<file path="src/design/ryp_pkg.sv">
// Shared types, constants and colour arithmetic for the RGB to planar YUV 4:2:0 converter.
package ryp_pkg;

   localparam int MAX_WIDTH   = 2048;
   localparam int MAX_HEIGHT  = 2048;
   localparam int DIM_BITS    = 12;  // configured sizes, up to 4095
   localparam int POS_BITS    = 11;  // column and row positions
   localparam int ADDR_BITS   = 23;
   localparam int CADDR_BITS  = 21;
   localparam int QUEUE_DEPTH = 4;

   localparam logic [DIM_BITS-1:0] MAX_WIDTH_EVEN =
      DIM_BITS'(MAX_WIDTH - (MAX_WIDTH % 2));
   localparam logic [DIM_BITS-1:0] MAX_HEIGHT_DIM = DIM_BITS'(MAX_HEIGHT);

   // register indexes
   localparam logic [1:0] CSR_WIDTH  = 2'd0;
   localparam logic [1:0] CSR_HEIGHT = 2'd1;
   localparam logic [1:0] CSR_SWAP   = 2'd2;
   localparam logic [1:0] CSR_FLIP   = 2'd3;

   // plane codes
   localparam logic [1:0] PLANE_Y = 2'd0;
   localparam logic [1:0] PLANE_U = 2'd1;
   localparam logic [1:0] PLANE_V = 2'd2;

   // BT.601 integer coefficients
   localparam logic signed [8:0] KY_R = 9'sd66;
   localparam logic signed [8:0] KY_G = 9'sd129;
   localparam logic signed [8:0] KY_B = 9'sd25;
   localparam logic signed [8:0] KU_R = -9'sd38;
   localparam logic signed [8:0] KU_G = -9'sd74;
   localparam logic signed [8:0] KU_B = 9'sd112;
   localparam logic signed [8:0] KV_R = 9'sd112;
   localparam logic signed [8:0] KV_G = -9'sd94;
   localparam logic signed [8:0] KV_B = -9'sd18;
   localparam logic [7:0] BIAS_Y = 8'd16;
   localparam logic [7:0] BIAS_C = 8'd128;

   typedef struct packed {
      logic [DIM_BITS-1:0]  width;       // even, clamped
      logic [DIM_BITS-1:0]  height;      // clamped
      logic                 swap_order;
      logic                 flip_rows;
      logic [ADDR_BITS-1:0] u_base;      // luma plane size
      logic [ADDR_BITS-1:0] v_base;      // luma plus U plane size
   } cfg_type;

   typedef struct packed {
      logic [POS_BITS-1:0] orow;
      logic [POS_BITS-1:0] col;
      logic                chroma;
      logic [7:0]          y;
      logic [7:0]          u;
      logic [7:0]          v;
   } entry_type;

   // floor((k . rgb + 128) / 256) + bias, modulo 256
   function automatic logic [7:0] ryp_scale(
      input logic [7:0]        r,
      input logic [7:0]        g,
      input logic [7:0]        b,
      input logic signed [8:0] kr,
      input logic signed [8:0] kg,
      input logic signed [8:0] kb,
      input logic [7:0]        bias
   );
      logic signed [17:0] sum, rs, gs, bs;
      rs  = $signed({10'b0, r});
      gs  = $signed({10'b0, g});
      bs  = $signed({10'b0, b});
      sum = 18'(kr) * rs + 18'(kg) * gs + 18'(kb) * bs + 18'sd128;
      return sum[15:8] + bias;
   endfunction

endpackage

</file>
<file path="src/design/ryp_front.sv">
// Front end: raster position tracking, row mirroring, chroma selection and colour conversion.
module ryp_front import ryp_pkg::*; (
   input  logic      clock,
   input  logic      reset,
   input  cfg_type   cfg,
   input  logic      req_valid,
   output logic      req_ready,
   input  logic [7:0] req_byte0,
   input  logic [7:0] req_byte1,
   input  logic [7:0] req_byte2,
   input  logic      push_ready,
   output logic      push_valid,
   output entry_type push_entry
);

   logic [POS_BITS-1:0] col_ff, col_in;
   logic [POS_BITS-1:0] row_ff, row_in;
   logic [DIM_BITS-1:0] col_a, row_a, col_n, row_n, orow;
   logic [7:0]          red, green, blue;
   logic                accept;

   assign req_ready  = push_ready;
   assign push_valid = req_valid;
   assign accept     = req_valid && push_ready;

   always_comb begin
      // settle a position left stale by a size change
      col_a = {1'b0, col_ff};
      row_a = {1'b0, row_ff};
      if (col_a >= cfg.width) begin
         col_a = '0;
         row_a = row_a + DIM_BITS'(1);
      end
      if (row_a >= cfg.height) begin
         row_a = '0;
      end
      orow = cfg.flip_rows ? (cfg.height - DIM_BITS'(1) - row_a) : row_a;

      col_n = col_a + DIM_BITS'(1);
      row_n = row_a;
      if (col_n >= cfg.width) begin
         col_n = '0;
         row_n = row_a + DIM_BITS'(1);
         if (row_n >= cfg.height) begin
            row_n = '0;
         end
      end
      col_in = accept ? col_n[POS_BITS-1:0] : col_ff;
      row_in = accept ? row_n[POS_BITS-1:0] : row_ff;
   end

   always_comb begin
      red   = cfg.swap_order ? req_byte2 : req_byte0;
      green = req_byte1;
      blue  = cfg.swap_order ? req_byte0 : req_byte2;
      push_entry.orow   = orow[POS_BITS-1:0];
      push_entry.col    = col_a[POS_BITS-1:0];
      push_entry.chroma = col_a[0] && (orow[0] || (orow == cfg.height - DIM_BITS'(1)));
      push_entry.y = ryp_scale(red, green, blue, KY_R, KY_G, KY_B, BIAS_Y);
      push_entry.u = ryp_scale(red, green, blue, KU_R, KU_G, KU_B, BIAS_C);
      push_entry.v = ryp_scale(red, green, blue, KV_R, KV_G, KV_B, BIAS_C);
   end

   always_ff @(posedge clock) begin
      if (reset) begin
         col_ff <= '0;
         row_ff <= '0;
      end else begin
         col_ff <= col_in;
         row_ff <= row_in;
      end
   end

endmodule

</file>
<file path="src/design/ryp_queue.sv">
// Short queue of converted pixels between front and back end.
module ryp_queue import ryp_pkg::*; (
   input  logic      clock,
   input  logic      reset,
   input  logic      push_valid,
   output logic      push_ready,
   input  entry_type push_entry,
   output logic      pop_valid,
   input  logic      pop_ready,
   output entry_type pop_entry
);

   localparam int PTR_BITS = $clog2(QUEUE_DEPTH);
   localparam int CNT_BITS = $clog2(QUEUE_DEPTH + 1);

   entry_type           slot_ff [QUEUE_DEPTH];
   logic [PTR_BITS-1:0] wr_ptr_ff, wr_ptr_in;
   logic [PTR_BITS-1:0] rd_ptr_ff, rd_ptr_in;
   logic [CNT_BITS-1:0] count_ff, count_in;
   logic                push, pop;

   assign push_ready = (count_ff != CNT_BITS'(QUEUE_DEPTH));
   assign pop_valid  = (count_ff != '0);
   assign pop_entry  = slot_ff[rd_ptr_ff];
   assign push       = push_valid && push_ready;
   assign pop        = pop_valid && pop_ready;

   always_comb begin
      wr_ptr_in = wr_ptr_ff;
      rd_ptr_in = rd_ptr_ff;
      if (push) begin
         wr_ptr_in = (wr_ptr_ff == PTR_BITS'(QUEUE_DEPTH - 1)) ? '0 : wr_ptr_ff + PTR_BITS'(1);
      end
      if (pop) begin
         rd_ptr_in = (rd_ptr_ff == PTR_BITS'(QUEUE_DEPTH - 1)) ? '0 : rd_ptr_ff + PTR_BITS'(1);
      end
      count_in = count_ff + CNT_BITS'(push) - CNT_BITS'(pop);
   end

   always_ff @(posedge clock) begin
      if (reset) begin
         wr_ptr_ff <= '0;
         rd_ptr_ff <= '0;
         count_ff  <= '0;
      end else begin
         wr_ptr_ff <= wr_ptr_in;
         rd_ptr_ff <= rd_ptr_in;
         count_ff  <= count_in;
      end
   end

   always_ff @(posedge clock) begin
      if (push) begin
         slot_ff[wr_ptr_ff] <= push_entry;
      end
   end

endmodule

</file>
<file path="src/design/ryp_back.sv">
// Back end: buffer addressing and serial issue of luma and chroma writes.
module ryp_back import ryp_pkg::*; (
   input  logic                 clock,
   input  logic                 reset,
   input  cfg_type              cfg,
   input  logic                 pop_valid,
   output logic                 pop_ready,
   input  entry_type            pop_entry,
   output logic                 rsp_valid,
   input  logic                 rsp_ready,
   output logic [1:0]           rsp_plane,
   output logic [ADDR_BITS-1:0] rsp_address,
   output logic [7:0]           rsp_sample,
   output logic                 rsp_last
);

   localparam logic [1:0] PH_LUMA = 2'd0;
   localparam logic [1:0] PH_U    = 2'd1;
   localparam logic [1:0] PH_V    = 2'd2;

   // address stage
   logic                  x_valid_ff, x_valid_in;
   logic [ADDR_BITS-1:0]  x_luma_ff, x_luma_in;
   logic [CADDR_BITS-1:0] x_caddr_ff, x_caddr_in;
   logic                  x_chroma_ff;
   logic [7:0]            x_y_ff, x_u_ff, x_v_ff;

   // issue stage
   logic [1:0]           phase_ff, phase_in;
   logic                 out_valid_ff, out_valid_in;
   logic [1:0]           plane_ff, plane_in;
   logic [ADDR_BITS-1:0] addr_ff, addr_in;
   logic [7:0]           sample_ff, sample_in;
   logic                 last_ff, last_in;
   logic                 issue, x_done;

   assign issue     = x_valid_ff && (!out_valid_ff || rsp_ready);
   assign x_done    = issue && ((phase_ff == PH_V) || ((phase_ff == PH_LUMA) && !x_chroma_ff));
   assign pop_ready = !x_valid_ff || x_done;

   always_comb begin
      x_luma_in  = ADDR_BITS'(pop_entry.orow) * ADDR_BITS'(cfg.width)
                 + ADDR_BITS'(pop_entry.col);
      x_caddr_in = CADDR_BITS'(pop_entry.orow[POS_BITS-1:1])
                 * CADDR_BITS'(cfg.width[DIM_BITS-1:1])
                 + CADDR_BITS'(pop_entry.col[POS_BITS-1:1]);
      x_valid_in = pop_ready ? pop_valid : x_valid_ff;
   end

   always_comb begin
      phase_in     = phase_ff;
      out_valid_in = out_valid_ff && !rsp_ready;
      plane_in     = plane_ff;
      addr_in      = addr_ff;
      sample_in    = sample_ff;
      last_in      = last_ff;
      if (issue) begin
         out_valid_in = 1'b1;
         unique case (phase_ff)
            PH_LUMA: begin
               plane_in  = PLANE_Y;
               addr_in   = x_luma_ff;
               sample_in = x_y_ff;
               last_in   = !x_chroma_ff;
               phase_in  = x_chroma_ff ? PH_U : PH_LUMA;
            end
            PH_U: begin
               plane_in  = PLANE_U;
               addr_in   = cfg.u_base + ADDR_BITS'(x_caddr_ff);
               sample_in = x_u_ff;
               last_in   = 1'b0;
               phase_in  = PH_V;
            end
            PH_V: begin
               plane_in  = PLANE_V;
               addr_in   = cfg.v_base + ADDR_BITS'(x_caddr_ff);
               sample_in = x_v_ff;
               last_in   = 1'b1;
               phase_in  = PH_LUMA;
            end
            default: begin
               phase_in = PH_LUMA;
            end
         endcase
      end
   end

   always_ff @(posedge clock) begin
      if (reset) begin
         x_valid_ff   <= 1'b0;
         phase_ff     <= PH_LUMA;
         out_valid_ff <= 1'b0;
      end else begin
         x_valid_ff   <= x_valid_in;
         phase_ff     <= phase_in;
         out_valid_ff <= out_valid_in;
      end
   end

   always_ff @(posedge clock) begin
      if (pop_ready && pop_valid) begin
         x_luma_ff   <= x_luma_in;
         x_caddr_ff  <= x_caddr_in;
         x_chroma_ff <= pop_entry.chroma;
         x_y_ff      <= pop_entry.y;
         x_u_ff      <= pop_entry.u;
         x_v_ff      <= pop_entry.v;
      end
      plane_ff  <= plane_in;
      addr_ff   <= addr_in;
      sample_ff <= sample_in;
      last_ff   <= last_in;
   end

   assign rsp_valid   = out_valid_ff;
   assign rsp_plane   = plane_ff;
   assign rsp_address = addr_ff;
   assign rsp_sample  = sample_ff;
   assign rsp_last    = last_ff;

endmodule

</file>
<file path="src/design/rgb_to_yuv420p_planar.sv">
// Top level of the RGB to planar YUV 4:2:0 converter: register file and plane sizes.
//
//   port group  direction  handshake              contents
//   req_        in         req_valid/req_ready    one RGB pixel, source raster order
//   rsp_        out        rsp_valid/rsp_ready    one buffer write: plane, address, sample
//   csr_        in         csr_write              register index and write data
//
// Each pixel yields one write (luma only) or three (luma, U, V); the issue stage sends
// one write per cycle while rsp_ready holds. The first write of a pixel passes the queue,
// the address stage and the output register after the request is taken. A four-entry queue
// lets the front keep taking requests while writes stall. Reset is synchronous; after a
// register write the plane bases settle through the luma size and V base registers.
module rgb_to_yuv420p_planar import ryp_pkg::*; (
   input  logic                 clock,
   input  logic                 reset,
   input  logic                 req_valid,
   output logic                 req_ready,
   input  logic [7:0]           req_byte0,
   input  logic [7:0]           req_byte1,
   input  logic [7:0]           req_byte2,
   output logic                 rsp_valid,
   input  logic                 rsp_ready,
   output logic [1:0]           rsp_plane,
   output logic [ADDR_BITS-1:0] rsp_address,
   output logic [7:0]           rsp_sample,
   output logic                 rsp_last,
   input  logic                 csr_write,
   input  logic [1:0]           csr_index,
   input  logic [DIM_BITS-1:0]  csr_wdata
);

   logic [DIM_BITS-1:0]  width_ff, width_in;
   logic [DIM_BITS-1:0]  height_ff, height_in;
   logic                 swap_ff, swap_in;
   logic                 flip_ff, flip_in;
   logic [ADDR_BITS-1:0] luma_size_ff, luma_size_in;
   logic [ADDR_BITS-1:0] v_base_ff, v_base_in;
   logic [DIM_BITS-1:0]  eff_width, eff_height;
   cfg_type              cfg;

   logic      push_valid, push_ready, pop_valid, pop_ready;
   entry_type push_entry, pop_entry;

   // register file: plain writes, no read-back
   always_comb begin
      width_in  = width_ff;
      height_in = height_ff;
      swap_in   = swap_ff;
      flip_in   = flip_ff;
      if (csr_write) begin
         unique case (csr_index)
            CSR_WIDTH:  width_in  = csr_wdata;
            CSR_HEIGHT: height_in = csr_wdata;
            CSR_SWAP:   swap_in   = csr_wdata[0];
            CSR_FLIP:   flip_in   = csr_wdata[0];
            default:    width_in  = width_ff;
         endcase
      end
   end

   always_ff @(posedge clock) begin
      if (reset) begin
         width_ff  <= DIM_BITS'(640);
         height_ff <= DIM_BITS'(480);
         swap_ff   <= 1'b0;
         flip_ff   <= 1'b0;
      end else begin
         width_ff  <= width_in;
         height_ff <= height_in;
         swap_ff   <= swap_in;
         flip_ff   <= flip_in;
      end
   end

   // drop the odd bit of the width, then clamp both sizes to the supported range
   always_comb begin
      eff_width = {width_ff[DIM_BITS-1:1], 1'b0};
      if (eff_width < DIM_BITS'(2)) begin
         eff_width = DIM_BITS'(2);
      end else if (eff_width > MAX_WIDTH_EVEN) begin
         eff_width = MAX_WIDTH_EVEN;
      end
      eff_height = height_ff;
      if (eff_height == '0) begin
         eff_height = DIM_BITS'(1);
      end else if (eff_height > MAX_HEIGHT_DIM) begin
         eff_height = MAX_HEIGHT_DIM;
      end
   end

   // plane bases: U follows the luma plane, V follows a quarter-size U plane
   assign luma_size_in = ADDR_BITS'(eff_width) * ADDR_BITS'(eff_height);
   assign v_base_in    = luma_size_ff + (luma_size_ff >> 2);

   always_ff @(posedge clock) begin
      luma_size_ff <= luma_size_in;
      v_base_ff    <= v_base_in;
   end

   always_comb begin
      cfg.width      = eff_width;
      cfg.height     = eff_height;
      cfg.swap_order = swap_ff;
      cfg.flip_rows  = flip_ff;
      cfg.u_base     = luma_size_ff;
      cfg.v_base     = v_base_ff;
   end

   // front: position, mirroring, chroma pick and conversion of each request
   ryp_front u_front (
      .clock      (clock),
      .reset      (reset),
      .cfg        (cfg),
      .req_valid  (req_valid),
      .req_ready  (req_ready),
      .req_byte0  (req_byte0),
      .req_byte1  (req_byte1),
      .req_byte2  (req_byte2),
      .push_ready (push_ready),
      .push_valid (push_valid),
      .push_entry (push_entry)
   );

   // hold converted pixels so either side may stall
   ryp_queue u_queue (
      .clock      (clock),
      .reset      (reset),
      .push_valid (push_valid),
      .push_ready (push_ready),
      .push_entry (push_entry),
      .pop_valid  (pop_valid),
      .pop_ready  (pop_ready),
      .pop_entry  (pop_entry)
   );

   // back: addresses, then advance one write per cycle while the write side is ready
   ryp_back u_back (
      .clock       (clock),
      .reset       (reset),
      .cfg         (cfg),
      .pop_valid   (pop_valid),
      .pop_ready   (pop_ready),
      .pop_entry   (pop_entry),
      .rsp_valid   (rsp_valid),
      .rsp_ready   (rsp_ready),
      .rsp_plane   (rsp_plane),
      .rsp_address (rsp_address),
      .rsp_sample  (rsp_sample),
      .rsp_last    (rsp_last)
   );

endmodule

</file>
<file path="config.mk">
export PLATFORM = sky130hd
export DESIGN_NAME = rgb_to_yuv420p_planar
export DESIGN_NICKNAME = d
export VERILOG_FILES = /design/src/design/ryp_pkg.sv /design/src/design/ryp_front.sv /design/src/design/ryp_queue.sv /design/src/design/ryp_back.sv /design/src/design/rgb_to_yuv420p_planar.sv
export SDC_FILE = /design/constraint.sdc
export NUM_CORES = 2
export LEC_CHECK = 0
export BUFFER_PORTS_ARGS = -buffer_cell sky130_fd_sc_hd__buf_2
export CAP_MARGIN = 20
export CORE_MARGIN = 5
export CORE_UTILIZATION = 59
export DETAILED_ROUTE_END_ITERATION = 8
export GPL_TIMING_DRIVEN = 0
export PLACE_DENSITY = 0.81
export SLEW_MARGIN = 10
export SYNTH_ARGS = -nofsm -noshare
export SYNTH_HDL_FRONTEND = slang
export SYNTH_SLANG_ARGS = --single-unit
</file>
<file path="constraint.sdc">
create_clock -name clock -period 7.9 [get_ports clock]
set_input_delay 0.79 -clock clock [delete_from_list [all_inputs] [get_ports clock]]
set_output_delay 0.79 -clock clock [all_outputs]
set_load 0.01 [all_outputs]
</file>
==> results.md <==
- The highest ir drop seen on vdd is 968 uV.
- In the routed design, unresolved DRC markers number 0.
- The number of synthesized register bits is 396.
- The dominant cell by count in the synthesized netlist is ha_1.
- The post-synthesis sequential area ratio is 29.2%.
- The critical path is of the reg2reg type.
- With fillers left out, the area of the finished cells amounts to 40600 sq um.
- After clock tree synthesis, the clock-pin slew on the worst setup and hold paths is 60 ps.
- For the worst-skew pair, the clock arrives at the later sink with an insertion delay of 620 ps.
- The parity-gate share of the synthesized area counting xor and xnor cells is 5.05%.
- The number of antenna violations at the first check in global routing is 1.
- The smallest clock period supported by the final layout is computed as 7640 ps.
- The floorplan die height is 261 microns.
- The data arrival at the endpoint of the critical path is 8040 ps.
- After synthesis, the largest family of logic cells by area is adder cells.
- TritonCTS built the clock tree.
- The layout overhead on the synthesized area is 9.23%.
- The chip width is 261 microns.
- The number of slew-limit violations in the final report came to 0.
- The synthesized netlist devotes 34.4% of its cell area to adder and majority cells.
- The remaining number of nets flagged by the antenna check after routing is 0.
- The die outline area is 68100 sq um.
- The tightest hold margin is 397 ps.
- The routed via count is 27200.
- Summing the areas of all and, or, nand and nor instances in the mapped netlist gives 11.0% of the synthesized area.
- Detailed routing placed a total of 44200 microns of wire on met2.
- The maximum single-stage delay on the critical path is 440 ps.
- The synthesized netlist occupies a cell area of 37100 sq um.
- The first-pass GRT wire length is 149000 microns.
- 0 antenna diodes ended up in the layout.
- The number of hold-slack violations in the final timing report was 0.
- In this run, post-CTS hold repair placed 0 buffers.
- The share of flip-flops with an asynchronous set or reset after synthesis is 0%.
- The portion of synthesized cell area occupied by the leading cell type is 23.5%.
- The number of primary I/O pins is 79.
- The count of distinct cell types in the synthesized netlist is 86.
- In the final routed layout, each cell accounts on average for 20.2 microns.
- For this run the aggregate overflow at the end of global routing stands at 0.
- The maximum clock skew at final layout is 59.6 ps.
- Yosys attributes the largest share of cell area to edfxtp_1 (24%), ha_1 (18%), fa_1 (16%).
- Buffers placed on the I/O ports in this run total 77.
- The DRC marker count from the first detailed-route iteration is 2387.
- Global routing consumed, over all layers together, 27.6% of the routing resources.
- The number of setup violations in the final report is 0.
- The number of warning messages in the yosys log is 0.
- For this run, the top clock speed supported by timing is 0.131 GHz.
- Of all nets on the critical path, the largest fanout is 11.
- The number of nets handed over by synthesis was 4480.
- The clock tree root buffer cell is clkbuf_16.
- The share of final-layout standard cells stronger than drive strength 1 is 9.63%.
- The routability congestion estimate is 0.978.
- The HPWL after detailed placement is 73500 microns.
- The number of CTS-inserted buffers is 42.
- The initial utilization of the core area, before any placement, comes to 59.2%.
- Counting along the longest clock path gives a buffer depth of 3.
- The path class of the tightest hold or removal check is reg2reg.
- Multiplexer cells account for 4.94% of the synthesized area.
- The total cell area at the placement stage is 38800 sq um.
- The via count of the first global-routing pass is 27800.
- The power per cell area is 485 nW/um^2.
- Setup repair after global routing could not meet its margin everywhere.
- The total number of clock tree sinks is 396.
- The floorplan has 92 rows.
- The most common cell type on the critical path is ha_1.
- The highest-delay cell along the critical path is a2111o_1.
- The overall power consumption is 0.0197 W.
- edfxtp_1 takes more of the synthesized area than any other cell.
- STA classifies the critical path startpoint as a flop.
- The flow ran to the end, and the final reports show no timing, DRC or antenna violations.
- The kind of end point of the critical path is a flop.
- For this run, the leading register cell type out of synthesis is edfxtp_1.
- The via-per-instance ratio is 5.88.
- The total number of H-tree levels is 2.
- The tool flagged a number of max-cap violations equal to 0.
- The region available for standard cell placement spans 62700 sq um.
- After technology mapping, the gate count stands at 3600.
- Entering global routing, the biggest net connects 36 pins.
- The wire length reported by the detailed router is 93600 microns.
- The required time of the critical path is 8300 ps.
- The leakage power is 18.5 nW.
- The accumulated negative setup slack is 0 ps.
- Dividing the synthesized area by the synthesized cell count gives 10.3 sq um.
- The number of search-and-repair iterations in the first detailed-routing pass is 7.
- In this run, synthesis inferred 291 flip-flops with an integrated enable.
- The worst pin sits at a relative slew slack of 34.0%.
- At the end of the flow, the number of nets in the layout was 4627.
- The highest routed metal layer is met4.
- Ranked by instance count, the synthesized netlist is headed by ha_1 (532), inv_1 (515), nand2_1 (323).
- The routed design uses 7080 microns of met3 wire.
- The slew at the pin with the worst max-slew slack is 991 ps.
- The synthesized-area fraction occupied by ao, oa, aoi and oai cells is 9.00%.
- After detailed routing, the wire length on met1 is 37200 microns.
- In the finished design, the share of the clock period the worst path needs comes to 96.7%.
## metrics by stage
step                setup WS [ps]  utilization (%)  cells
global route                -93.8             64.6   4625
CTS                         -21.1             64.2   4612
global placement            -2400             61.5   4523
floorplan                     305                -   3600
finish                        257             64.6   4625
detailed placement          -2470             61.8   4530
## placed cells by master (no fill, tap or decap), types with 11 or more instances in the layout
cell / instances
a21o_1: 41
a21oi_1: 170
a22oi_1: 16
a31oi_1: 18
and2_1: 17
and3_1: 18
buf_1: 12
buf_2: 83
buf_4: 24
clkbuf_1: 77
clkbuf_16: 43
dfxtp_1: 105
edfxtp_1: 291
fa_1: 305
ha_1: 531
inv_1: 506
mux2_2: 53
mux2i_1: 28
mux4_2: 42
nand2_1: 322
nand2b_1: 22
nand3_1: 46
nand4_1: 16
nor2_1: 256
nor2b_1: 43
nor3_1: 49
o211ai_1: 11
o21a_1: 27
o21ai_0: 85
o21bai_1: 25
or2_2: 14
or3_1: 14
xnor2_1: 146
xor2_1: 54
## area by class of cell
type                       count  area [sq um]
buffer                       106           460
fill                        4718         22200
inverter                     524          2000
clock inverter                23           236
clock buffer                  53          1130
timing repair buffer         106           726
tap                          846          1060
sequential                   396         10800
multi-input combinational   2571         24100
## flip-flops by register name (all words and copies together), names as in the netlist, 3 cells and up, named ones only
| register | cells |
|---|---|
| u_queue.slot_ff | 188 |
| u_back.rsp_address | 23 |
| u_back.x_luma_ff | 23 |
| v_base_ff | 23 |
| luma_size_ff | 22 |
| u_back.x_caddr_ff | 21 |
| height_ff | 12 |
| u_front.col_ff | 11 |
| u_front.row_ff | 11 |
| width_ff | 11 |
| u_back.rsp_sample | 8 |
| u_back.x_u_ff | 8 |
| u_back.x_v_ff | 8 |
| u_back.x_y_ff | 8 |
| u_queue.count_ff | 3 |
## power by group
| group | internal, W | leakage (nW) | switching, W | total (W) |
|---|---|---|---|---|
| sequential | 0.00448 | 3.58 | 0.000242 | 0.00472 |
| clock | 0.00110 | 0.657 | 0.000865 | 0.00197 |
| combinational | 0.00508 | 14.3 | 0.00790 | 0.0130 |
## per-layer routing
layer  vias to the layer above  global-route usage (%)
li1                      12600                       -
met1                     13100                    35.2
met2                      1228                    46.0
met3                       302                    5.16
met4                         0                    12.9
met5                         -                       0
## final timing paths
| kind | from | end | slack (ps) | cells after the start |
|---|---|---|---|---|
| worst min-delay path | luma_size_ff[2]$_DFF_P_ | v_base_ff[0]$_DFF_P_ | 400 | 0 |
| worst max-delay path | width_ff[7]$_SDFFE_PP1P_ | u_queue.slot_ff[0][24]$_DFFE_PP_ | 260 | 29 |
| worst min register to register | luma_size_ff[2]$_DFF_P_ | v_base_ff[0]$_DFF_P_ | 400 | 0 |
| worst max register to register | width_ff[7]$_SDFFE_PP1P_ | u_queue.slot_ff[0][24]$_DFFE_PP_ | 260 | 29 |
## worst max-delay path: cells and delay by family (launching register included)
| kind | cells | cell delay [ps] |
|---|---|---|
| buffers and inverters | 4 | 880 |
| AND/OR/NAND/NOR | 9 | 1780 |
| adder cells (fa/ha/maj) | 3 | 900 |
| XOR/XNOR | 2 | 560 |
| AO/OA/AOI/OAI | 11 | 2920 |
| flip-flops | 1 | 350 |
## cells by family after synthesis
group                    count (synthesis)
buffers and inverters                  633
AO/OA/AOI/OAI                          515
AND/OR/NAND/NOR                        887
multiplexers                           124
XOR/XNOR                               207
adder cells (fa/ha/maj)                838
flip-flops                             396
## what timing repair did
action / 4_1_cts / 5_1_grt
resized for setup: 40 / 52
setup buffers: 8 / 14
setup endpoints to repair: 66 / 61
pin swaps: 2 / 7
Power figures use the tool's default switching activity.
